`config.mk`:
```
export PLATFORM = sky130hd
export DESIGN_NAME = imh_ram
export DESIGN_NICKNAME = d
export VERILOG_FILES = /design/src/hw/rtl/imh_pkg.sv /design/src/hw/rtl/imh_ram.sv
export SDC_FILE = /design/constraint.sdc
export NUM_CORES = 1
export LEC_CHECK = 0
export BUFFER_PORTS_ARGS = -buffer_cell sky130_fd_sc_hd__buf_2
export CAP_MARGIN = 20
export CORE_ASPECT_RATIO = 2
export CORE_MARGIN = 2
export CORE_UTILIZATION = 48
export CTS_BUF_LIST = sky130_fd_sc_hd__clkbuf_4 sky130_fd_sc_hd__clkbuf_8
export DETAILED_ROUTE_END_ITERATION = 7
export HOLD_SLACK_MARGIN = 0.02
export PLACE_DENSITY = 0.75
export SLEW_MARGIN = 20
export SYNTH_ARGS = -nofsm -noshare
export SYNTH_HDL_FRONTEND = slang
export SYNTH_SLANG_ARGS = --single-unit
```
`constraint.sdc`:
```
create_clock -name clk -period 1.9 [get_ports clk]
set_input_delay 0.19 -clock clk [delete_from_list [all_inputs] [get_ports clk]]
set_output_delay 0.19 -clock clk [all_outputs]
set_load 0.02 [all_outputs]
```
`src/hw/rtl/imh_pkg.sv`:
```
package imh_pkg;

  localparam int DEF_ELEMENTS = 4096;
  localparam int DEF_KEY_BITS = 32;

  localparam int FUNC_W  = 2;
  localparam int ELEM_W  = 12;
  localparam int POS_W   = 12;
  localparam int KEY_W   = 32;
  localparam int CNT_W   = 13;
  localparam int IN_W    = 64;
  localparam int OUT_W   = 64;

  typedef enum logic [1:0] {
    FN_INSERT = 2'd0,
    FN_REMOVE = 2'd1,
    FN_SETKEY = 2'd2,
    FN_NOP    = 2'd3
  } func_t;

  typedef enum logic [1:0] {
    ST_OK      = 2'd0,
    ST_QUEUED  = 2'd1,
    ST_INVALID = 2'd2
  } status_t;

  typedef enum logic [3:0] {
    S_CLEAR,
    S_IDLE,
    S_INS,
    S_SET,
    S_RM_A,
    S_RM_B,
    S_UP,
    S_UP_CMP,
    S_DN,
    S_DN_L,
    S_DN_R,
    S_DONE
  } state_t;

  typedef struct packed {
    status_t            status;
    logic [ELEM_W-1:0]  min_element;
    logic [KEY_W-1:0]   min_key;
    logic [CNT_W-1:0]   count;
  } imh_result_t;

endpackage

```
`src/hw/rtl/imh_ram.sv`:
```
module imh_ram
  import imh_pkg::*;
#(
  parameter int WIDTH = 8,
  parameter int DEPTH = 16
) (
  input  logic                     clk,
  input  logic                     we,
  input  logic [$clog2(DEPTH)-1:0] waddr,
  input  logic [WIDTH-1:0]         wdata,
  input  logic [$clog2(DEPTH)-1:0] raddr,
  output logic [WIDTH-1:0]         rdata
);

  logic [WIDTH-1:0] mem [DEPTH];
  logic [WIDTH-1:0] rdata_r;

  always_ff @(posedge clk) begin
    if (we) begin
      mem[waddr] <= wdata;
    end
    rdata_r <= mem[raddr];
  end

  assign rdata = rdata_r;

endmodule

```
# ---- Word level (Yosys, flattened, before mapping)
# Memory sizes are Yosys's and may differ from the RTL's. A register that Yosys moved wholly into a read port is not among the register bits.
# Index checks and enable logic that the tools add are counted.
# Widths: inputs -> output; s select.
dict set report word_totals {
  ff_bits 0
  inputBits 18
  latch_bits 0
  mem_count 1
  ram_bits 128
  word_cells 3
  romBits 0
}
dict set report op_classes {
  bitwise_logic 0
  eq_ne 0
  div 0
  n_reduce_logical 0
  addsub 0
  mux 2
  shift 0
  order_cmp 0
  multipliers 0
}
# memory words width rd rd_ports_with_merged_regs write_ports line_no
set memory_table {}
lappend memory_table {mem 16 8 1 1 1 imh_ram.sv:15} ;# logic [WIDTH-1:0] mem [DEPTH];
# operator n
set ops {}
lappend ops {{$mux 1} 2}

# ---- Depth between registers and ports, before layout
# Gate-level depths: netlist of the first run.
dict set report depth {
  depth_word 2
  mapped_depth 5
  depth_no_buf 3
}

# ---- Least setup slack after synthesis of the first run
# Ideal clock, no wire load.
dict set report synth_path {
  path_kind {input port to flip-flop}
  from {in waddr[2]}
  to {mem mem[0][0], enable pin}
  stages 2
  setup_time_ps 383
  arrival_ps 1300
  path_buffers 0
  path_slack_ps 217
  path_cell_list {or3b_2 -> nor3_1}
}
# element line_no
set synth_lines {}
lappend synth_lines {{start: declaration} imh_ram.sv:9} ;# input logic [$clog2(DEPTH)-1:0] waddr,
lappend synth_lines {{end: declaration} imh_ram.sv:15}
# No word-level cell before the write port.

==> flow_summary.toml, run 1 <==
[route]
wire_per_inst_um = 21.0
vias_per_cell = 5.43
first_pass_iters = 4
wl_um = 9130
drt_iter0_drc = 138
drc = 0
num_vias = 2355
ant_nets = 0

[synthesis]
synth_area_um2 = 5150
ys_types = 19
syn_inst = 229
synth-xor-area-share = 0
syn_avg_cell_area_um2 = 22.5
yosysWarnings = 0
synth_most_common_cell = "edfxtp_1"
synth_edf_count = 128
yosys-top-cells-area = "edfxtp_1, mux4_2, mux4_1, dfxtp_1, a22oi_1"
synth_mux_area_frac = 0.150
synth_top_family_by_area = "multiplexers"
synth.top_cell.area_share = 0.747
yosysSeqAreaShare = 0.778
ys_top_cells_by_count = "edfxtp_1, mux4_2, a22oi_1, mux4_1, nor2_1"
synth_top_area_cell = "edfxtp_1"
ys.flop_type = "edfxtp_1"
synthArstFlopShare = 0
synth_compound_area_frac = 0.0233
synth-simple-area-share = 0.0318
synth_fp_nets = 247
ys_ff_latch = 136
synth_fa_ha_area_frac = 0

[timing]
relSlewSlack = 0.677
setup_viol = 0
setup_slack_ns = 0.602
worstMarginPinSlew_ns = 0.483
hold_violations = 0
rsz0062_at_grt = "no"
fmax_mhz = 770
min_period_over_period = 0.683
clock_skew_ns = 0.00620
drv_slew = 0
finalSetupTns_ns = 0
period_needed_ns = 1.30

[power_and_ir_drop]
p_switching_uw = 1190
sw_frac_of_total = 0.212
p_int_uw = 4400
power.density_nw_per_um2 = 953
pwr-share-clk = 0.339
power.share.sequential = 0.603
peakVddDrop_uv = 581
cellLeakagePower_uw = 0.00199
comb_power_share = 0.058

[clocking]
post_cts_buffers = 0
clk_pin_slew_ns = 0.07
cts_max_path_buffers = 2
cts_made_buffers = 17
holdBufCountCts = 0
cts_tree = "yes"
clk-insertion-delay-late_ns = 0.42
cts_resized = 0
htreeDepth = 4
cts-root-buf = "clkbuf_8"
cts_sinks = 136

[die]
core_area_um2 = 10500
io_pins = 26
initial_core_util = 0.491
dieArea_um2 = 11600
die_y_um = 150
placementRows = 53
die_x_um = 77.2

[worst_hold_path]
min_path_cells = 1
hp-class = "input pin to register"

[global_routing]
antenna_found_initial = 0
grt_pass1_wl_um = 14200
met2_usage = 0.329
globalRouteOverflowTotal = 0
grt_use_met1 = 0.180
grt_pass1_vias = 2556
use_met3 = 0.0498
busiest_layer = "met2"
grt_max_degree = 33
track_usage = 0.175

[final_layout]
diodes = 0
drive_above_1_share = 0.323
nets = 303
synthToLayoutAreaGrowth_pct = 14.0
fill_cells = 822

[worst_setup_path]
cp.depth = 3
worstPathMaxFanout = 1
critPathKind = "register to register"
critical-path-max-stage-delay_ns = 0.49
path_cells = "mux4_1, a22oi_1, nand2_1"
cp-end-kind = "register"
crit_slowest_cell = "mux4_1"
crit_arrival_ns = 1.61
cp.required_ns = 2.21
rrSetupSlack_ns = 0.60
start_kind = "register"
crit_family = "multiplexers"
path_buf_inv = 0
worst-r2r-cell-count = 3

[placed_design]
dp_slack_ns = 0.285
dp_hpwl_um = 6400
port_buffers = 25
gp_congestion = 0.804

[status]
run_status = "complete, no violations"

[flow_run]
maxCapViolations = 0
==> through the flow <==
| stage | hold WS, ns | area, um2 | power (uW) | std cells | util |
|---|---|---|---|---|---|
| after floorplan | 0.289 | 5150 | 3630 | 229 | - |
| after global placement | 0.546 | 5550 | 3750 | 403 | 0.529 |
| after detailed placement | 0.577 | 5550 | 3770 | 403 | 0.529 |
| after CTS | 0.117 | 5870 | 5660 | 434 | 0.560 |
| after global routing | 0.125 | 5870 | 5820 | 434 | 0.560 |
| final | 0.140 | 5870 | 5590 | 434 | 0.560 |
==> path summary, 6_finish.rpt <==
path | from | endpoint
setup / recovery | mem[0][3] | rdata[3]
hold / removal | wdata[1] | mem[7][1]
setup reg to reg | mem[0][3] | rdata[3]
hold reg to reg | mem[15][1] | rdata[1]
==> power by group through the flow <==
stage | clock network [uW] | logic (uW) | registers (uW)
global route | 2090 | 352 | 3370
detailed placement | 0 | 330 | 3440
global placement | 0 | 319 | 3430
floorplan | 0 | 170 | 3460
CTS | 1950 | 330 | 3370
finish | 1900 | 322 | 3370
==> final cells by class <==
cell class / count / area, um2 / area share
Tap cell: 137 / 171 / 0.0292
Clock buffer: 20 / 256 / 0.0437
Timing Repair Buffer: 47 / 315 / 0.0537
Clock inverter: 11 / 62.6 / 0.0107
Multi-Input combinational cell: 83 / 1060 / 0.180
Sequential cell: 136 / 4000 / 0.682
==> cell families after synthesis <==
kind of cell	after synthesis
AND/OR/NAND/NOR	35
AO/OA/AOI/OAI	16
multiplexers	32
buffers and inverters	10
flip-flops	136
==> worst register-to-register path: cells and delay by family, from the launching register on <==
kind	cells	cell delay (ns)
AOI/OAI and AO/OA	1	0.26
DFF	1	0.37
muxes	1	0.49
and+or+nand+nor	1	0.08
==> layout by cell type (no fill, tap or decap), drive strengths merged <==
cell / count
buf: 47
nand2: 9
clkinvlp: 2
nand3: 1
dfxtp: 8
or3b: 1
nor2b: 1
nand2b: 2
a22oi: 16
clkbuf: 20
edfxtp: 128
nor2: 13
and2b: 1
nor3: 4
and2: 1
nand3b: 2
clkinv: 9
mux4: 32
==> metal layers <==
metal,share of wire,vias up
met3,0.040,10
met2,0.59,68
met4,0.015,0
li1,-,1089
met1,0.35,1188
met5,0,-
==> registers in the layout, summed over array words and instances, names as in the netlist <==
signal,flops
rdata,8
mem,128
Note: power is estimated with default switching activity, not from simulation.
==> inputs of run 2 (changes only) <==
- clock period: 1.9 -> 1.2 ns (I/O delays scaled with it)
==> run 2 against run 1 <==
  * The flow now finishes with violations (negative setup slack)
  * Setup slack got worse by 0.64 ns
  * Sequential share of layout area shrank 2.7 points
  * Maximum frequency is 5.2% higher
  * Clock skew up 0.0036 ns
  * Clock-buffer cell count is 1 lower
  * Hold slack got worse by 0.066 ns
  * Combinational power up 86%
  * Critical path depth did not move
==> flow_summary.toml, run 2 (synthesis gave the netlist of run 1 again) <==
[timing]
finalSetupTns_ns = -0.134
clock_skew_ns = 0.00981
drv_slew = 0
min_period_over_period = 1.03
rsz0062_at_grt = "yes"
worstMarginPinSlew_ns = 0.912
relSlewSlack = 0.390
fmax_mhz = 810
setup_viol = 7
setup_slack_ns = -0.0342
hold_violations = 0
period_needed_ns = 1.23

[route]
wire_per_inst_um = 22.1
drc = 0
wl_um = 9850
first_pass_iters = 4
num_vias = 2467
drt_iter0_drc = 216
vias_per_cell = 5.54
ant_nets = 0

[worst_setup_path]
crit_family = "multiplexers"
cp-end-kind = "register"
worstPathMaxFanout = 1
crit_arrival_ns = 1.55
crit_slowest_cell = "mux4_2"
cp.required_ns = 1.52
critical-path-max-stage-delay_ns = 0.46
r2r_start = "mem[1][1]"
path_cells = "mux4_2, a22oi_1, nand2_1"
startpoint = "mem[1][1]"
path_buf_inv = 0
critPathKind = "register to register"
start_kind = "register"

[placed_design]
gp_congestion = 0.758
dp_slack_ns = -0.300
dp_cells = 413
port_buffers = 25
dp_hpwl_um = 7010

[power_and_ir_drop]
pwr-share-clk = 0.381
power.density_nw_per_um2 = 1570
sw_frac_of_total = 0.220
p_int_uw = 7480
cellLeakagePower_uw = 0.00202
power.share.sequential = 0.556
comb_power_share = 0.062
peakVddDrop_uv = 922
p_switching_uw = 2110

[final_layout]
final_cell_mix = "edfxtp_1, mux4_2, buf_4"
drive_above_1_share = 0.455
largest_register_ffs = 128
fin_util = 0.583
synthToLayoutAreaGrowth_pct = 18.7
final_common_cell = "edfxtp_1"
nets = 313
regMostFlops = "mem"
instances_no_fill = 445
diodes = 0

[clocking]
holdBufCountCts = 0
clk-insertion-delay-late_ns = 0.43
cts-root-buf = "clkbuf_8"
htreeDepth = 4
cts_max_path_buffers = 2
clk_pin_slew_ns = 0.08
cts_made_buffers = 17
cts_sinks = 136
cts_tree = "yes"

[global_routing]
grt_max_degree = 20
track_usage = 0.189
grt_pass1_vias = 2735
grt_pass1_wl_um = 15500
antenna_found_initial = 0
globalRouteOverflowTotal = 0

[status]
violations = "negative setup slack"
run_status = "finished, violations left"

[die]
io_pins = 26
initial_core_util = 0.491
placementRows = 53
die_y_um = 150
dieArea_um2 = 11600
die_x_um = 77.2
core_area_um2 = 10500

[flow_run]
maxCapViolations = 0

[worst_hold_path]
hp-class = "input pin to register"
hp-start = "wdata[2]"
[run 2: cell types whose count changed in the layout (fill, tap and decap cells not counted), sizes merged]
cell	delta
buf	+10
clkinv	-6
clkinvlp	+4
bufinv	+2
inv	+2
clkbuf	-1
[run 2: path summary, 6_finish.rpt]
path                                  end  slack, ns  depth (start not counted)
worst min-delay path            mem[6][2]       0.07                          1
worst max-delay path             rdata[1]      -0.03                          3
worst max register to register   rdata[1]      -0.03                          3
worst min register to register   rdata[5]       0.68                          3
[run 2: what timing repair did]
item / CTS / global route
gates resized for setup: 19 / 2
setup buffers: 0 / 0
setup endpoints to repair: 8 / 8
hold endpoints to repair: 0 / 0
pin swaps: 9 / 2
[run 2: power by group through the flow]
stage,combinational [uW],sequential (uW),clock (uW)
floorplan,286,5470,0
global placement,559,5440,0
detailed placement,577,5440,0
CTS,607,5340,3730
global route,645,5340,3930
finish,598,5330,3650
[run 2: area by class of cell]
class / count / area (um2)
clock buffers: 19 / 249
fillers: 799 / 4370
clock inverters: 13 / 149
well taps: 137 / 171
flip-flops and latches: 136 / 4000
multi-input cells: 83 / 1100
repair buffers: 57 / 440
[run 2: metrics by stage]
| stage | power (uW) | hold slack (ns) | area [um2] |
|---|---|---|---|
| after floorplan | 5760 | 0.219 | 5190 |
| after global placement | 6000 | 0.500 | 5690 |
| final | 9590 | 0.0744 | 6110 |
| after global routing | 9920 | 0.0525 | 6110 |
| after detailed placement | 6020 | 0.518 | 5690 |
| after CTS | 9680 | 0.0466 | 6100 |
[run 2: per-layer routing]
metal / vias to the layer above / share of wire / track usage
li1: 1091 / - / -
met1: 1271 / 0.35 / 0.204
met2: 85 / 0.58 / 0.339
met3: 20 / 0.043 / 0.0498
met4: 0 / 0.028 / 0.0938
met5: - / 0 / 0
