## config.mk

```make
export PLATFORM = sky130hd
export DESIGN_NAME = imh_ctrl
export DESIGN_NICKNAME = d
export VERILOG_FILES = /design/src/hw/rtl/imh_pkg.sv /design/src/hw/rtl/imh_ctrl.sv
export SDC_FILE = /design/constraint.sdc
export NUM_CORES = 1
export LEC_CHECK = 0
export BUFFER_PORTS_ARGS = -buffer_cell sky130_fd_sc_hd__buf_2
export CAP_MARGIN = 30
export CORE_MARGIN = 5
export CORE_UTILIZATION = 40
export DETAILED_ROUTE_END_ITERATION = 8
export GPL_TIMING_DRIVEN = 0
export MAX_ROUTING_LAYER = met4
export PLACE_DENSITY = 0.6
export SLEW_MARGIN = 5
export SYNTH_ARGS = -nofsm -noshare
export SYNTH_HDL_FRONTEND = slang
export SYNTH_SLANG_ARGS = --single-unit
```

## constraint.sdc

```tcl
create_clock -name clk -period 5.9 [get_ports clk]
set_clock_uncertainty 0.05 [all_clocks]
set_input_delay 0.295 -clock clk [delete_from_list [all_inputs] [get_ports clk]]
set_output_delay 0.295 -clock clk [all_outputs]
set_load 0.02 [all_outputs]
```

## src/hw/rtl/imh_pkg.sv

```systemverilog
package imh_pkg;

  localparam int DEF_ELEMENTS = 4096;
  localparam int DEF_KEY_BITS = 32;

  localparam int FUNC_W  = 2;
  localparam int ELEM_W  = 12;
  localparam int POS_W   = 12;
  localparam int KEY_W   = 32;
  localparam int CNT_W   = 13;
  localparam int IN_W    = 64;
  localparam int OUT_W   = 64;

  typedef enum logic [1:0] {
    FN_INSERT = 2'd0,
    FN_REMOVE = 2'd1,
    FN_SETKEY = 2'd2,
    FN_NOP    = 2'd3
  } func_t;

  typedef enum logic [1:0] {
    ST_OK      = 2'd0,
    ST_QUEUED  = 2'd1,
    ST_INVALID = 2'd2
  } status_t;

  typedef enum logic [3:0] {
    S_CLEAR,
    S_IDLE,
    S_INS,
    S_SET,
    S_RM_A,
    S_RM_B,
    S_UP,
    S_UP_CMP,
    S_DN,
    S_DN_L,
    S_DN_R,
    S_DONE
  } state_t;

  typedef struct packed {
    status_t            status;
    logic [ELEM_W-1:0]  min_element;
    logic [KEY_W-1:0]   min_key;
    logic [CNT_W-1:0]   count;
  } imh_result_t;

endpackage

```

## src/hw/rtl/imh_ctrl.sv

```systemverilog
module imh_ctrl
  import imh_pkg::*;
#(
  parameter int ELEMENTS = DEF_ELEMENTS,
  parameter int KEY_BITS = DEF_KEY_BITS,
  localparam int IW = $clog2(ELEMENTS),
  localparam int CW = $clog2(ELEMENTS + 1),
  localparam int HW = IW + KEY_BITS,
  localparam int SW = IW + 1
) (
  input  logic                clk,
  input  logic                rst_n,
  input  logic                cmd_valid,
  input  func_t               cmd_func,
  input  logic [ELEM_W-1:0]   cmd_element,
  input  logic [POS_W-1:0]    cmd_position,
  input  logic [KEY_BITS-1:0] cmd_key,
  output logic                cmd_ready,
  output logic                res_valid,
  output imh_result_t         res,
  output logic                hp_we,
  output logic [IW-1:0]       hp_waddr,
  output logic [HW-1:0]       hp_wdata,
  output logic [IW-1:0]       hp_raddr,
  input  logic [HW-1:0]       hp_rdata,
  output logic                sl_we,
  output logic [IW-1:0]       sl_waddr,
  output logic [SW-1:0]       sl_wdata,
  output logic [IW-1:0]       sl_raddr,
  input  logic [SW-1:0]       sl_rdata
);

  state_t              state_r, state_nxt;
  status_t             status_r, status_nxt;
  logic [CW-1:0]       cnt_r, cnt_nxt;
  logic [IW-1:0]       pos_r, pos_nxt;
  logic [IW-1:0]       clr_r, clr_nxt;
  logic [IW-1:0]       mv_elem_r, mv_elem_nxt;
  logic [KEY_BITS-1:0] mv_key_r, mv_key_nxt;
  logic [HW-1:0]       left_r, left_nxt;
  logic [HW-1:0]       gone_r, gone_nxt;
  logic [IW-1:0]       top_elem_r;
  logic [KEY_BITS-1:0] top_key_r;

  logic [IW-1:0]       rd_elem;
  logic [KEY_BITS-1:0] rd_key;
  logic [KEY_BITS-1:0] left_key;
  logic [KEY_BITS-1:0] gone_key;
  logic [IW-1:0]       parent;
  logic [IW+1:0]       lchild;
  logic [IW+1:0]       rchild;
  logic [HW-1:0]       child;
  logic [IW-1:0]       child_pos;
  logic                child_ok;
  logic [IW-1:0]       last;

  assign rd_elem   = hp_rdata[HW-1:KEY_BITS];
  assign rd_key    = hp_rdata[KEY_BITS-1:0];
  assign left_key  = left_r[KEY_BITS-1:0];
  assign gone_key  = gone_r[KEY_BITS-1:0];
  assign parent    = IW'((pos_r - IW'(1)) >> 1);
  assign lchild    = {1'b0, pos_r, 1'b1};
  assign rchild    = lchild + (IW+2)'(1);
  assign last      = IW'(cnt_r - CW'(1));
  assign cmd_ready = (state_r == S_IDLE);

  // right child wins ties
  always_comb begin
    child     = left_r;
    child_pos = IW'(lchild);
    child_ok  = 1'b0;
    if (state_r == S_DN_R) begin
      child_ok = 1'b1;
      if (!(left_key < rd_key)) begin
        child     = hp_rdata;
        child_pos = IW'(rchild);
      end
    end else if (state_r == S_DN_L) begin
      child = hp_rdata;
      child_ok = !(rchild < (IW+2)'(cnt_r));
    end
  end

  always_ff @(posedge clk) begin
    if (!rst_n) begin
      state_r    <= S_CLEAR;
      cnt_r      <= '0;
      clr_r      <= '0;
      status_r   <= ST_OK;
    end else begin
      state_r    <= state_nxt;
      cnt_r      <= cnt_nxt;
      clr_r      <= clr_nxt;
      status_r   <= status_nxt;
    end
  end

  always_ff @(posedge clk) begin
    pos_r     <= pos_nxt;
    mv_elem_r <= mv_elem_nxt;
    mv_key_r  <= mv_key_nxt;
    left_r    <= left_nxt;
    gone_r    <= gone_nxt;
    if (hp_we && hp_waddr == '0) begin
      top_elem_r <= hp_wdata[HW-1:KEY_BITS];
      top_key_r  <= hp_wdata[KEY_BITS-1:0];
    end
  end

  always_comb begin
    state_nxt   = state_r;
    status_nxt  = status_r;
    cnt_nxt     = cnt_r;
    pos_nxt     = pos_r;
    clr_nxt     = clr_r;
    mv_elem_nxt = mv_elem_r;
    mv_key_nxt  = mv_key_r;
    left_nxt    = left_r;
    gone_nxt    = gone_r;
    hp_we       = 1'b0;
    hp_waddr    = pos_r;
    hp_wdata    = {mv_elem_r, mv_key_r};
    hp_raddr    = pos_r;
    sl_we       = 1'b0;
    sl_waddr    = mv_elem_r;
    sl_wdata    = {1'b1, pos_r};
    sl_raddr    = IW'(cmd_element);
    res_valid   = 1'b0;

    unique case (state_r)
      S_CLEAR: begin
        sl_we    = 1'b1;
        sl_waddr = clr_r;
        sl_wdata = '0;
        clr_nxt  = clr_r + IW'(1);
        if (clr_r == IW'(ELEMENTS - 1)) begin
          state_nxt = S_IDLE;
        end
      end
      S_IDLE: begin
        hp_raddr = IW'(cmd_position);
        if (cmd_valid) begin
          mv_elem_nxt = IW'(cmd_element);
          mv_key_nxt  = cmd_key;
          pos_nxt     = IW'(cmd_position);
          status_nxt  = ST_INVALID;
          state_nxt   = S_DONE;
          unique case (cmd_func)
            FN_INSERT: begin
              if (32'(cmd_element) < ELEMENTS) begin
                state_nxt = S_INS;
              end
            end
            FN_SETKEY: begin
              if (32'(cmd_element) < ELEMENTS) begin
                state_nxt = S_SET;
              end
            end
            FN_REMOVE: begin
              if (32'(cmd_position) < 32'(cnt_r)) begin
                state_nxt = S_RM_A;
              end
            end
            FN_NOP: begin
              state_nxt = S_DONE;
            end
          endcase
        end
      end
      S_INS: begin
        if (sl_rdata[SW-1]) begin
          status_nxt = ST_QUEUED;
          state_nxt  = S_DONE;
        end else if (cnt_r == CW'(ELEMENTS)) begin
          state_nxt = S_DONE;
        end else begin
          status_nxt = ST_OK;
          pos_nxt    = IW'(cnt_r);
          cnt_nxt    = cnt_r + CW'(1);
          state_nxt  = S_UP;
        end
      end
      S_SET: begin
        if (sl_rdata[SW-1]) begin
          status_nxt = ST_OK;
          pos_nxt    = sl_rdata[IW-1:0];
          state_nxt  = S_UP;
        end else begin
          state_nxt = S_DONE;
        end
      end
      S_RM_A: begin
        gone_nxt  = hp_rdata;
        hp_raddr  = last;
        state_nxt = S_RM_B;
      end
      S_RM_B: begin
        sl_we       = 1'b1;
        sl_waddr    = gone_r[HW-1:KEY_BITS];
        sl_wdata    = '0;
        cnt_nxt     = cnt_r - CW'(1);
        status_nxt  = ST_OK;
        mv_elem_nxt = rd_elem;
        mv_key_nxt  = rd_key;
        if (pos_r == last) begin
          state_nxt = S_DONE;
        end else if (rd_key < gone_key) begin
          state_nxt = S_UP;
        end else begin
          state_nxt = S_DN;
        end
      end
      S_UP: begin
        hp_raddr = parent;
        if (pos_r == '0) begin
          hp_we     = 1'b1;
          sl_we     = 1'b1;
          state_nxt = S_DONE;
        end else begin
          state_nxt = S_UP_CMP;
        end
      end
      S_UP_CMP: begin
        hp_we = 1'b1;
        sl_we = 1'b1;
        if (mv_key_r < rd_key) begin
          hp_wdata  = hp_rdata;
          sl_waddr  = rd_elem;
          pos_nxt   = parent;
          state_nxt = S_UP;
        end else begin
          state_nxt = S_DONE;
        end
      end
      S_DN: begin
        hp_raddr = IW'(lchild);
        if (!(lchild < (IW+2)'(cnt_r))) begin
          hp_we     = 1'b1;
          sl_we     = 1'b1;
          state_nxt = S_DONE;
        end else begin
          state_nxt = S_DN_L;
        end
      end
      S_DN_L, S_DN_R: begin
        hp_raddr = IW'(rchild);
        if (state_r == S_DN_L) begin
          left_nxt = hp_rdata;
        end
        if (!child_ok) begin
          state_nxt = S_DN_R;
        end else begin
          hp_we = 1'b1;
          sl_we = 1'b1;
          if (mv_key_r < child[KEY_BITS-1:0]) begin
            state_nxt = S_DONE;
          end else begin
            hp_wdata  = child;
            sl_waddr  = child[HW-1:KEY_BITS];
            pos_nxt   = child_pos;
            state_nxt = S_DN;
          end
        end
      end
      S_DONE: begin
        res_valid = 1'b1;
        state_nxt = S_IDLE;
      end
      default: begin
        state_nxt = S_IDLE;
      end
    endcase
  end

  always_comb begin
    res.status      = status_r;
    res.count       = CNT_W'(cnt_r);
    res.min_element = '0;
    res.min_key     = '0;
    if (cnt_r != '0) begin
      res.min_element = ELEM_W'(top_elem_r);
      res.min_key     = KEY_W'(top_key_r);
    end
  end

  a_cnt_max: assert property (@(posedge clk) disable iff (!rst_n)
    cnt_r <= CW'(ELEMENTS))
    else $error("count exceeds capacity");

  a_idle_no_write: assert property (@(posedge clk) disable iff (!rst_n)
    state_r == S_IDLE |-> !hp_we && !sl_we)
    else $error("memory write while idle");

  a_res_idle: assert property (@(posedge clk) disable iff (!rst_n)
    res_valid |=> state_r == S_IDLE)
    else $error("result not followed by idle");

  a_cnt_change: assert property (@(posedge clk) disable iff (!rst_n)
    cnt_r != $past(cnt_r) |-> $past(state_r) == S_INS || $past(state_r) == S_RM_B)
    else $error("count changed outside insert or remove");

endmodule

```

# Word-level counts from Yosys, hierarchy flattened
# Index checks and enable logic that the tools add are counted.
[totals]
ff_bits = 219
output_inout_bits = 168
elab_cells = 126
[classes]
n_eq_ne = 26
muxes = 59
magnitude_cmp = 7
addsub = 5
n_reduce_logical = 18
[op_table]
columns = ["op", "count"]
rows = [
  ["$mux 44", 7],
  ["$mux 12", 13],
  ["$lt 32x32->1", 4],
  ["$pmux 12 s5", 2],
  ["$pmux 44 s2", 1],
  ["$pmux 32 s2", 1],
  ["$pmux 12 s4", 1],
  ["$mux 4", 10],
  ["$pmux 4 s10", 1],
  ["$mux 13", 3],
  ["$mux 32", 1],
  ["$pmux 13 s2", 1],
  ["$pmux 12 s2", 1],
  ["$eq 4x3->1 const B", 4],
  ["$eq 4x4->1 const B", 4],
  ["$ne 2x2->1 const B", 8],
  ["$pmux 4 s4", 1],
  ["$add 13x1->14 const B", 1],
  ["$lt 14x13->1", 1],
  ["$mux 2", 7],
  ["$add 13x1->13 const B", 1],
  ["$eq 13x13->1 const B", 1],
  ["$lt 12x13->1", 1],
  ["$lt 13x13->1", 1],
  ["28 further kinds", 39],
]

# Depth between registers and ports, before layout
# Gate-level depths: netlist of run 1.
[logic_depth]
ltp_word = 8
ltp_mapped = 24
depth_no_buf = 20

# Least setup slack after synthesis of run 1
# OpenSTA, ideal clock, no wires.
[synth_path]
path_type = "register -> register"
start = "reg left_r[23]"
end = "reg pos_r[0] (netlist: hp_waddr[0]), enable pin"
required_time_ns = 5.450
synth_period_minus_slack_ns = 5.449
path_stages_with_launch = 21
setup_slack_ns = 0.451
t_arrival_ns = 4.999
path_cell_list = "edfxtp_1 ha_1 nand4_1 nor4_1 nand2_1 o2111a_1 a21o_1 o21ai_1 buf_2 buf_2 mux2i_1 ha_1 and4_1 nand3_1 nor3_1 o211ai_1 o211ai_1 a31o_2 nand2_1 clkbuf_1 a211oi_1"
[synth_via]
elab_chain_cells = 6
[synth_lines]
columns = ["element", "line", "rtl"]
rows = [
  ["from (decl)", "imh_ctrl.sv:40", "logic [HW-1:0] left_r, left_nxt;"],
  ["from (signal assigned)", "imh_ctrl.sv:102", "left_r <= left_nxt;"],
  ["$lt 32x32->1", "imh_ctrl.sv:74", "if (!(left_key < rd_key)) begin"],
  ["$mux 44", "imh_ctrl.sv:74", ""],
  ["$mux 44 (*)", "imh_ctrl.sv:72", "if (state_r == S_DN_R) begin"],
  ["$lt 32x32->1 (*)", "imh_ctrl.sv:255", "if (mv_key_r < child[KEY_BITS-1:0]) begin"],
  ["$ne 2x2->1 (no source line) (*)", "n/a", ""],
  ["$reduce_and 8->1 (no source line) (*)", "n/a", ""],
  ["to (signal assigned)", "imh_ctrl.sv:99", "pos_r <= pos_nxt;"],
  ["to (decl)", "imh_ctrl.sv:36", "logic [IW-1:0] pos_r, pos_nxt;"],
]
# Mark *: on every way between the ends. The rest lies on a longest branch, timed or not.
# A chain may end at the register's enable or synchronous reset.

# Final worst setup path of run 1
[layout_path]
start = "reg left_r[23]"
end = "out hp_wdata[37]"
[layout_via]
elab_chain_cells = 7
[layout_lines]
columns = ["element", "line", "rtl"]
rows = [
  ["$lt 32x32->1", "imh_ctrl.sv:74", ""],
  ["$mux 44", "imh_ctrl.sv:74", ""],
  ["$mux 44 (*)", "imh_ctrl.sv:72", ""],
  ["$lt 32x32->1", "imh_ctrl.sv:255", ""],
  ["$mux 44 (*)", "imh_ctrl.sv:255", ""],
  ["$mux 44 (*)", "imh_ctrl.sv:250", "if (!child_ok) begin"],
  ["$pmux 44 s2 (*)", "imh_ctrl.sv:130", "unique case (state_r)"],
  ["to (decl)", "imh_ctrl.sv:23", "output logic [HW-1:0] hp_wdata,"],
]
# Marks and branches as above.

==> results of run 1 <==
## layout make-up
| class | count | area [sq um] | share of cell area (%) |
|---|---|---|---|
| inverter | 95 | 356.6 | 1.619 |
| sequential | 219 | 6266 | 28.45 |
| multi-input combinational | 1241 | 10100 | 45.85 |
| antenna | 5 | 12.51 | 0.05681 |
| clock buffer | 35 | 810.8 | 3.681 |
| timing repair buffer | 423 | 3077 | 13.97 |
| buffer | 100 | 660.6 | 3.000 |
| clock inverter | 15 | 85.08 | 0.3863 |
| tap | 525 | 656.9 | 2.983 |
## worst paths after layout
check / start / end / slack [ps] / cells after the start
setup / recovery: left_r[23] / hp_wdata[37] / -80 / 24
hold / removal: cmd_key[26] / mv_key_r[26] / 30 / 3
setup reg to reg: left_r[23] / hp_waddr[6] / 220 / 23
hold reg to reg: clr_r[11] / clr_r[11] / 500 / 2
## placed cells by master (no fill, tap or decap), types with 66 or more instances in the layout
| cell type | instances |
|---|---|
| sky130_fd_sc_hd__a21oi_1 | 66 |
| sky130_fd_sc_hd__edfxtp_1 | 188 |
| sky130_fd_sc_hd__o21ai_0 | 75 |
| sky130_fd_sc_hd__dlygate4sd3_1 | 79 |
| sky130_fd_sc_hd__buf_2 | 239 |
| sky130_fd_sc_hd__nand2_1 | 166 |
| sky130_fd_sc_hd__ha_1 | 150 |
| sky130_fd_sc_hd__nor2_1 | 96 |
| sky130_fd_sc_hd__inv_1 | 89 |
| sky130_fd_sc_hd__buf_4 | 72 |
## per-stage QoR
stage	total power, uW	TNS, ps	instances
6_report	3637	-319.5	2658
5_1_grt	3750	-7781	2656
4_1_cts	3646	-6.224	2619
3_5_place_dp	1929	-163860	2471
3_3_place_gp	1925	-291580	2463
2_1_floorplan	1816	0	1654
## worst reg2reg max path, delay by kind of cell, from the launching register on
family	cells	cell delay, ps
AO/OA/AOI/OAI	7	1800
AND/OR/NAND/NOR	7	1330
buffers and inverters	6	1000
adder cells (fa/ha/maj)	2	480
flip-flops	1	460
multiplexers	1	260
## logic make-up after synthesis
group	Yosys count
AND/OR/NAND/NOR	522
AO/OA/AOI/OAI	398
flip-flops	219
buffers and inverters	195
adder cells (fa/ha/maj)	166
multiplexers	91
XOR/XNOR	63
## where the power goes
group	switching [uW]	internal, uW	leakage [uW]
Clock	702	970	0.000448
Sequential	2.31	1670	0.00179
Combinational	160	134	0.00651
Total	864	2770	0.00874
## state kept, by name, summed over array words and instances, names as in the netlist
signal and count:
clr_r 12, cnt_r 13, gone_r 44, hp_waddr 12
left_r 44, mv_elem_r 12, mv_key_r 32, state_r 4
status_r 2, top_elem_r 12, top_key_r 32
## metal layers
metal | wire length (microns) | up-vias
met4 | 1623 | 0
met2 | 29350 | 783
met1 | 27070 | 7447
li1 | - | 7096
met3 | 5994 | 119
met5 | 0 | -
## what timing repair did
action	4_1_cts	5_1_grt
buffers inserted	15	31
resized for setup	176	161
endpoints found under the hold margin	80	0
hold buffers	80	0
setup endpoints to repair	114	82
pin swaps	16	35
gates cloned	3	1
==> Implementation_results.wiki, run 1 <==
{| class="wikitable"
! Metric !! Value
|-
| Outcome || finished, violations left
|-
| Violated checks || setup timing
|-
| Clock-pin slew of the registers on the worst-case setup and hold paths || 60 ps
|-
| DP Worst Slack || -1883 ps
|-
| Basic-gate share of the synthesized area counting and, or, nand and nor cells || 16.11%
|-
| Cell repeated most along the worst path || sky130_fd_sc_hd__buf_12
|-
| Part of the cycle the worst path needs || 101.4%
|-
| Final wirelength || 64,030 microns
|-
| I/O pin total || 286
|-
| Effective utilization at floorplan || 40.28%
|-
| Crit path largest cell delay || 460 ps
|-
| Post-synthesis adder-cell area fraction || 13.01%
|-
| Data arrival time of the critical path || 5640 ps
|-
| TritonCTS clock tree || done
|-
| Worst hold margin || 26.49 ps
|-
| Synthesized instance count || 1,654
|-
| Overall Global Routing Usage || 27.95%
|-
| Kind of cell adding the most delay to the critical path || compound AO/OA/AOI/OAI gates
|-
| Area contributors post-synth || sky130_fd_sc_hd__edfxtp_1 (35%), sky130_fd_sc_hd__ha_1 (13%), sky130_fd_sc_hd__nand2_1 (4.0%)
|-
| Fin crit period || 5983 ps
|-
| Post-synthesis register bit count || 219
|-
| Post-detailed-route count of antenna-violating nets || 0
|-
| Number of I/O port buffers || 284
|-
| Main flop type after synthesis || sky130_fd_sc_hd__edfxtp_1
|-
| Worst slew pin tran || 1086 ps
|-
| Type of the worst setup path || flip-flop to output port
|-
| Post-route core utilization || 55.56%
|-
| Number of buffer and inverter stages on the critical path || 7
|-
| Cells along the critical path || ha_4 > nand4_1 > nor4_2 > nand2_1 > o2111a_1 > a21o_1 > o21ai_4 > buf_12 > buf_12 > buf_16 > mux2i_4 > ha_4 > and4_4 > nand3_4 > nor3_4 > o211ai_1 > o211ai_1 > a31o_4 > a21oi_4 > buf_12 > buf_12 > buf_6 > a221o_1 > buf_6
|-
| Cell with the most instances after synthesis || sky130_fd_sc_hd__edfxtp_1
|-
| Worst hold path class || input port to flip-flop
|-
| Total of max-cap violations || 0
|-
| Number of global-route vias before repair || 14,920
|-
| Core area || 39,640 sq um
|-
| Max IR drop VDD || 0.1744 mV
|-
| Final net count || 2,391
|-
| Number of buffers on the longest clock path || 3
|-
| Latest clock arrival within the worst-skew pair || 560 ps
|-
| Number of distinct standard cells referenced by the synthesized netlist || 67
|-
| Endpoint type of the worst setup path || output port
|-
| Area share of the largest cell type after synthesis || 35.36%
|-
| Highest fanout seen on the critical path || 7
|-
| Xor/xnor cell area share of the yosys netlist || 3.456%
|-
| Compound-gate portion of the synthesized area || 16.99%
|-
| Count of flip-flops with a built-in enable after synthesis || 188
|-
| Warnings, synthesis || 0
|-
| Detailed Place HPWL || 46,370 microns
|-
| Wire length of the first global-routing pass || 92,490 microns
|-
| Filler cells || 3,482
|-
| Via-per-instance ratio || 5.811
|-
| Max_slew headroom || 27.31%
|-
| Post-Syn Area || 15,970 sq um
|-
| Cell Pwr Density || 165.1 nW/um^2
|-
| Unrepaired setup endpoints after global routing || true
|-
| Worst setup slack after layout || -83.06 ps
|-
| Remaining routing DRC violations || 0
|-
| Synth cell count leaders || sky130_fd_sc_hd__edfxtp_1 (188), sky130_fd_sc_hd__nand2_1 (170), sky130_fd_sc_hd__ha_1 (166)
|-
| Total congestion overflow after global routing || 0
|-
| Gr busiest metal || met2
|-
| Pin count of the biggest net entering global routing || 54
|-
| Finished layout cell area || 22,020 sq um
|-
| Initial antenna violation count || 3
|-
| TritonCTS Buffers || 27
|-
| Area added between synthesis and finish || 37.95%
|-
| Drt wl/cell || 24.09 microns
|-
| Timing-limited maximum frequency || 167.1 MHz
|-
| Number of sinks handled by clock tree synthesis || 219
|-
| Largest area contributor in the synthesized netlist || sky130_fd_sc_hd__edfxtp_1
|-
| Synthesized area per cell || 9.653 sq um
|-
| Met2 Track Usage GR || 43.54%
|-
| Synthesized netlist net count || 1,938
|-
| Gp weighted congestion || 0.9847
|-
| Pleak || 0.008744 uW
|-
| Largest family of logic cells by synthesized area || compound AO/OA/AOI/OAI gates
|-
| Proportion of synthesized area in mux cells || 6.113%
|-
| Max H-tree Level || 1
|-
| Fin. Hold Viols || 0
|-
| Met1 global-route usage || 37.67%
|-
| GRT met3 Usage || 5.934%
|-
| Die outline height || 209.8 microns
|-
| Max-slew violation total from the final report || 0
|-
| Clock root buffer || sky130_fd_sc_hd__clkbuf_16
|-
| Number of vias after detailed routing || 15,450
|-
| Fraction of layout cells with a size suffix above 1 || 29.23%
|-
| Number of placement rows || 73
|-
| Slowest cell on the critical path || sky130_fd_sc_hd__edfxtp_1
|-
| Iteration count of the initial detailed-routing pass || 7
|-
| Cell area reported after detailed placement || 18,170 sq um
|-
| Async set or reset register ratio after synthesis || 0%
|-
| Die ar. || 44,010 sq um
|-
| Number of failing setup endpoints in the final timing report || 15
|-
| DIE WIDTH || 209.8 microns
|-
| Part of the Yosys area used for sequential elements || 39.25%
|-
| Data required, critical path || 5560 ps
|-
| Starting DRC count in detailed routing || 1,357
|-
| Setup crit start kind || flip-flop
|}
Note: power is estimated with default switching activity, not from simulation.
==> run 2, diff against run 1 <==
--- a/config.mk
+++ b/config.mk
@@ -12,7 +12,7 @@
 export DETAILED_ROUTE_END_ITERATION = 8
 export GPL_TIMING_DRIVEN = 0
 export MAX_ROUTING_LAYER = met4
-export PLACE_DENSITY = 0.6
+export PLACE_DENSITY = 0.63
 export SLEW_MARGIN = 5
 export SYNTH_ARGS = -nofsm -noshare
 export SYNTH_HDL_FRONTEND = slang
==> constraint.sdc (replaced) <==
create_clock -name clk -period 4.9 [get_ports clk]
set_clock_uncertainty 0.05 [all_clocks]
set_input_delay 0.245 -clock clk [delete_from_list [all_inputs] [get_ports clk]]
set_output_delay 0.245 -clock clk [all_outputs]
set_load 0.02 [all_outputs]
==> run 2 against run 1 <==
Effect of this change: the run still ends with setup timing left; worst setup slack worse by 890 ps; die area unchanged; clock power rose by 23%; global-route usage grew 0.64 points; wire length rose by 3.4%; final cell count is 1.1% higher; design area increased by 3.3%; non-clock buffer count is 32 higher; critical path depth is 1 higher; sequential power rose by 20%; critical path type unchanged; via count grew 3.4%; flip-flop and latch count did not move.
==> Implementation_results.wiki, run 2 (same netlist as run 1, synthesis figures left out) <==
{| class="wikitable"
! Metric !! Value
|-
| Number of global-route vias before repair || 15,480
|-
| Data arrival time of the critical path || 5580 ps
|-
| Final net count || 2,424
|-
| Commonest cells after routing, fill and taps aside || sky130_fd_sc_hd__buf_2 (242), sky130_fd_sc_hd__edfxtp_1 (188), sky130_fd_sc_hd__ha_1 (153), sky130_fd_sc_hd__nand2_1 (146), sky130_fd_sc_hd__dlygate4sd3_1 (94)
|-
| Number of instances on the worst hold path || 2
|-
| Violated checks || setup timing
|-
| Via-per-instance ratio || 5.943
|-
| Start point of the worst min-delay path || hp_rdata[16]
|-
| Highest fanout seen on the critical path || 7
|-
| Slowest cell on the critical path || sky130_fd_sc_hd__edfxtp_1
|-
| Kind of cell adding the most delay to the critical path || compound AO/OA/AOI/OAI gates
|-
| Fraction of layout cells with a size suffix above 1 || 30.73%
|-
| Die ar. || 44,010 sq um
|-
| Core area || 39,640 sq um
|-
| Number of I/O port buffers || 284
|-
| Wire length of the first global-routing pass || 94,960 microns
|-
| Worst setup slack after layout || -971.5 ps
|-
| Setup crit start kind || flip-flop
|-
| Drt wl/cell || 24.62 microns
|-
| Data required, critical path || 4610 ps
|-
| Number of buffers on the longest clock path || 3
|-
| Critical register-to-register path endpoint || hp_waddr[6]
|-
| Die outline height || 209.8 microns
|-
| Final sum of negative setup slack || -61,220 ps
|-
| Endpoint type of the worst setup path || output port
|-
| Initial antenna violation count || 3
|-
| Number of failing setup endpoints in the final timing report || 113
|-
| Clock root buffer || sky130_fd_sc_hd__clkbuf_16
|-
| Filler cells || 3,369
|-
| Worst hold margin || 20.72 ps
|-
| Outcome || finished, violations left
|-
| Flop2flop setup slack || -370 ps
|-
| Number of placement rows || 73
|-
| DIE WIDTH || 209.8 microns
|-
| TritonCTS clock tree || done
|-
| Starting DRC count in detailed routing || 1,609
|-
| Worst r2r path cells || 24
|-
| Part of the cycle the worst path needs || 119.8%
|-
| Post-detailed-route count of antenna-violating nets || 0
|-
| Max-slew violation total from the final report || 0
|-
| Type of the worst setup path || flip-flop to output port
|-
| Detailed Place HPWL || 46,380 microns
|-
| Area added between synthesis and finish || 42.50%
|-
| Remaining routing DRC violations || 0
|-
| DP Worst Slack || -2224 ps
|-
| Total of max-cap violations || 0
|-
| Worst slew pin tran || 1072 ps
|-
| Non-filler cells in the finished layout || 2,688
|-
| Crit path largest cell delay || 450 ps
|-
| Fin crit period || 5872 ps
|-
| Worst hold path class || input port to flip-flop
|-
| Largest registers || gone_r: 44 flops, left_r: 44 flops
|-
| Unrepaired setup endpoints after global routing || true
|-
| Hold Crit Endpoint || left_r[16]
|-
| Max_slew headroom || 28.56%
|-
| Overall Global Routing Usage || 28.60%
|-
| I/O pin total || 286
|-
| Cell Pwr Density || 194.6 nW/um^2
|-
| Placed cell count || 2,471
|-
| Most common library cell in the layout ignoring fill and taps || sky130_fd_sc_hd__buf_2
|-
| Number of buffer and inverter stages on the critical path || 7
|-
| Gp weighted congestion || 0.9809
|-
| Effective utilization at floorplan || 40.28%
|-
| Critical register-to-register path startpoint || left_r[2]
|-
| Number of vias after detailed routing || 15,980
|-
| Pleak || 0.008994 uW
|-
| Timing-limited maximum frequency || 170.3 MHz
|-
| Max IR drop VDD || 0.2289 mV
|-
| Max H-tree Level || 1
|-
| Fin. Hold Viols || 0
|-
| Pin count of the biggest net entering global routing || 54
|-
| Final wirelength || 66,180 microns
|-
| Clock-pin slew of the registers on the worst-case setup and hold paths || 70 ps
|-
| Total congestion overflow after global routing || 0
|-
| TritonCTS Buffers || 27
|-
| Iteration count of the initial detailed-routing pass || 7
|-
| Number of sinks handled by clock tree synthesis || 219
|-
| Latest clock arrival within the worst-skew pair || 560 ps
|}
-- run 2: area by class of cell --
type                            instances  area, sq um  area share, %
Sequential cell                       219         6266          27.54
Timing Repair Buffer                  457         3532          15.53
Clock buffer                           37        734.5          3.228
Antenna cell                            2        5.005        0.02200
Clock inverter                         13        151.4         0.6655
Multi-Input combinational cell       1242        10360          45.54
Buffer                                 98        683.2          3.003
Tap cell                              525        656.9          2.887
Inverter                               95        360.3          1.584
-- run 2: power by group --
part           switching, uW  internal, uW
clock                    843          1210
combinational            196           165
sequential              3.01          2010
total                   1040          3380
-- run 2: metal layers --
metal	part of all wire, %	GRT usage, %
met4	3.9	10.17
met5	0	-
met2	46	44.07
met1	41	38.15
met3	9.0	4.948
-- run 2: worst max-delay path by stage --
stage / endpoint / start / slack, ps / cells past startpoint
5_1_grt: hp_wdata[38] / left_r[2] / -1100 / 25
2_1_floorplan: top_key_r[10] / left_r[19] / -60 / 21
3_5_place_dp: hp_wdata[25] / state_r[2] / -2220 / 22
4_1_cts: hp_wdata[37] / left_r[19] / -790 / 22
6_report: hp_wdata[37] / left_r[2] / -970 / 25
3_3_place_gp: hp_waddr[3] / state_r[2] / -2450 / 19
-- run 2: metrics by stage --
step | total power, uW | utilization (%) | cell area (sq um)
after global routing | 4576 | 57.39 | 22750
after CTS | 4440 | 54.76 | 21710
after global placement | 2316 | 45.71 | 18120
final | 4427 | 57.39 | 22750
after floorplan | 2188 | - | 16040
after detailed placement | 2323 | 46.05 | 18250
-- run 2: what timing repair did --
action                     in CTS  in global routing
gates resized for setup       254                145
hold endpoints to repair       96                  0
hold buffers                   94                  0
setup endpoints to repair     160                115
cloned                          6                  6
pin swaps                      44                 31
buffers inserted               40                 18
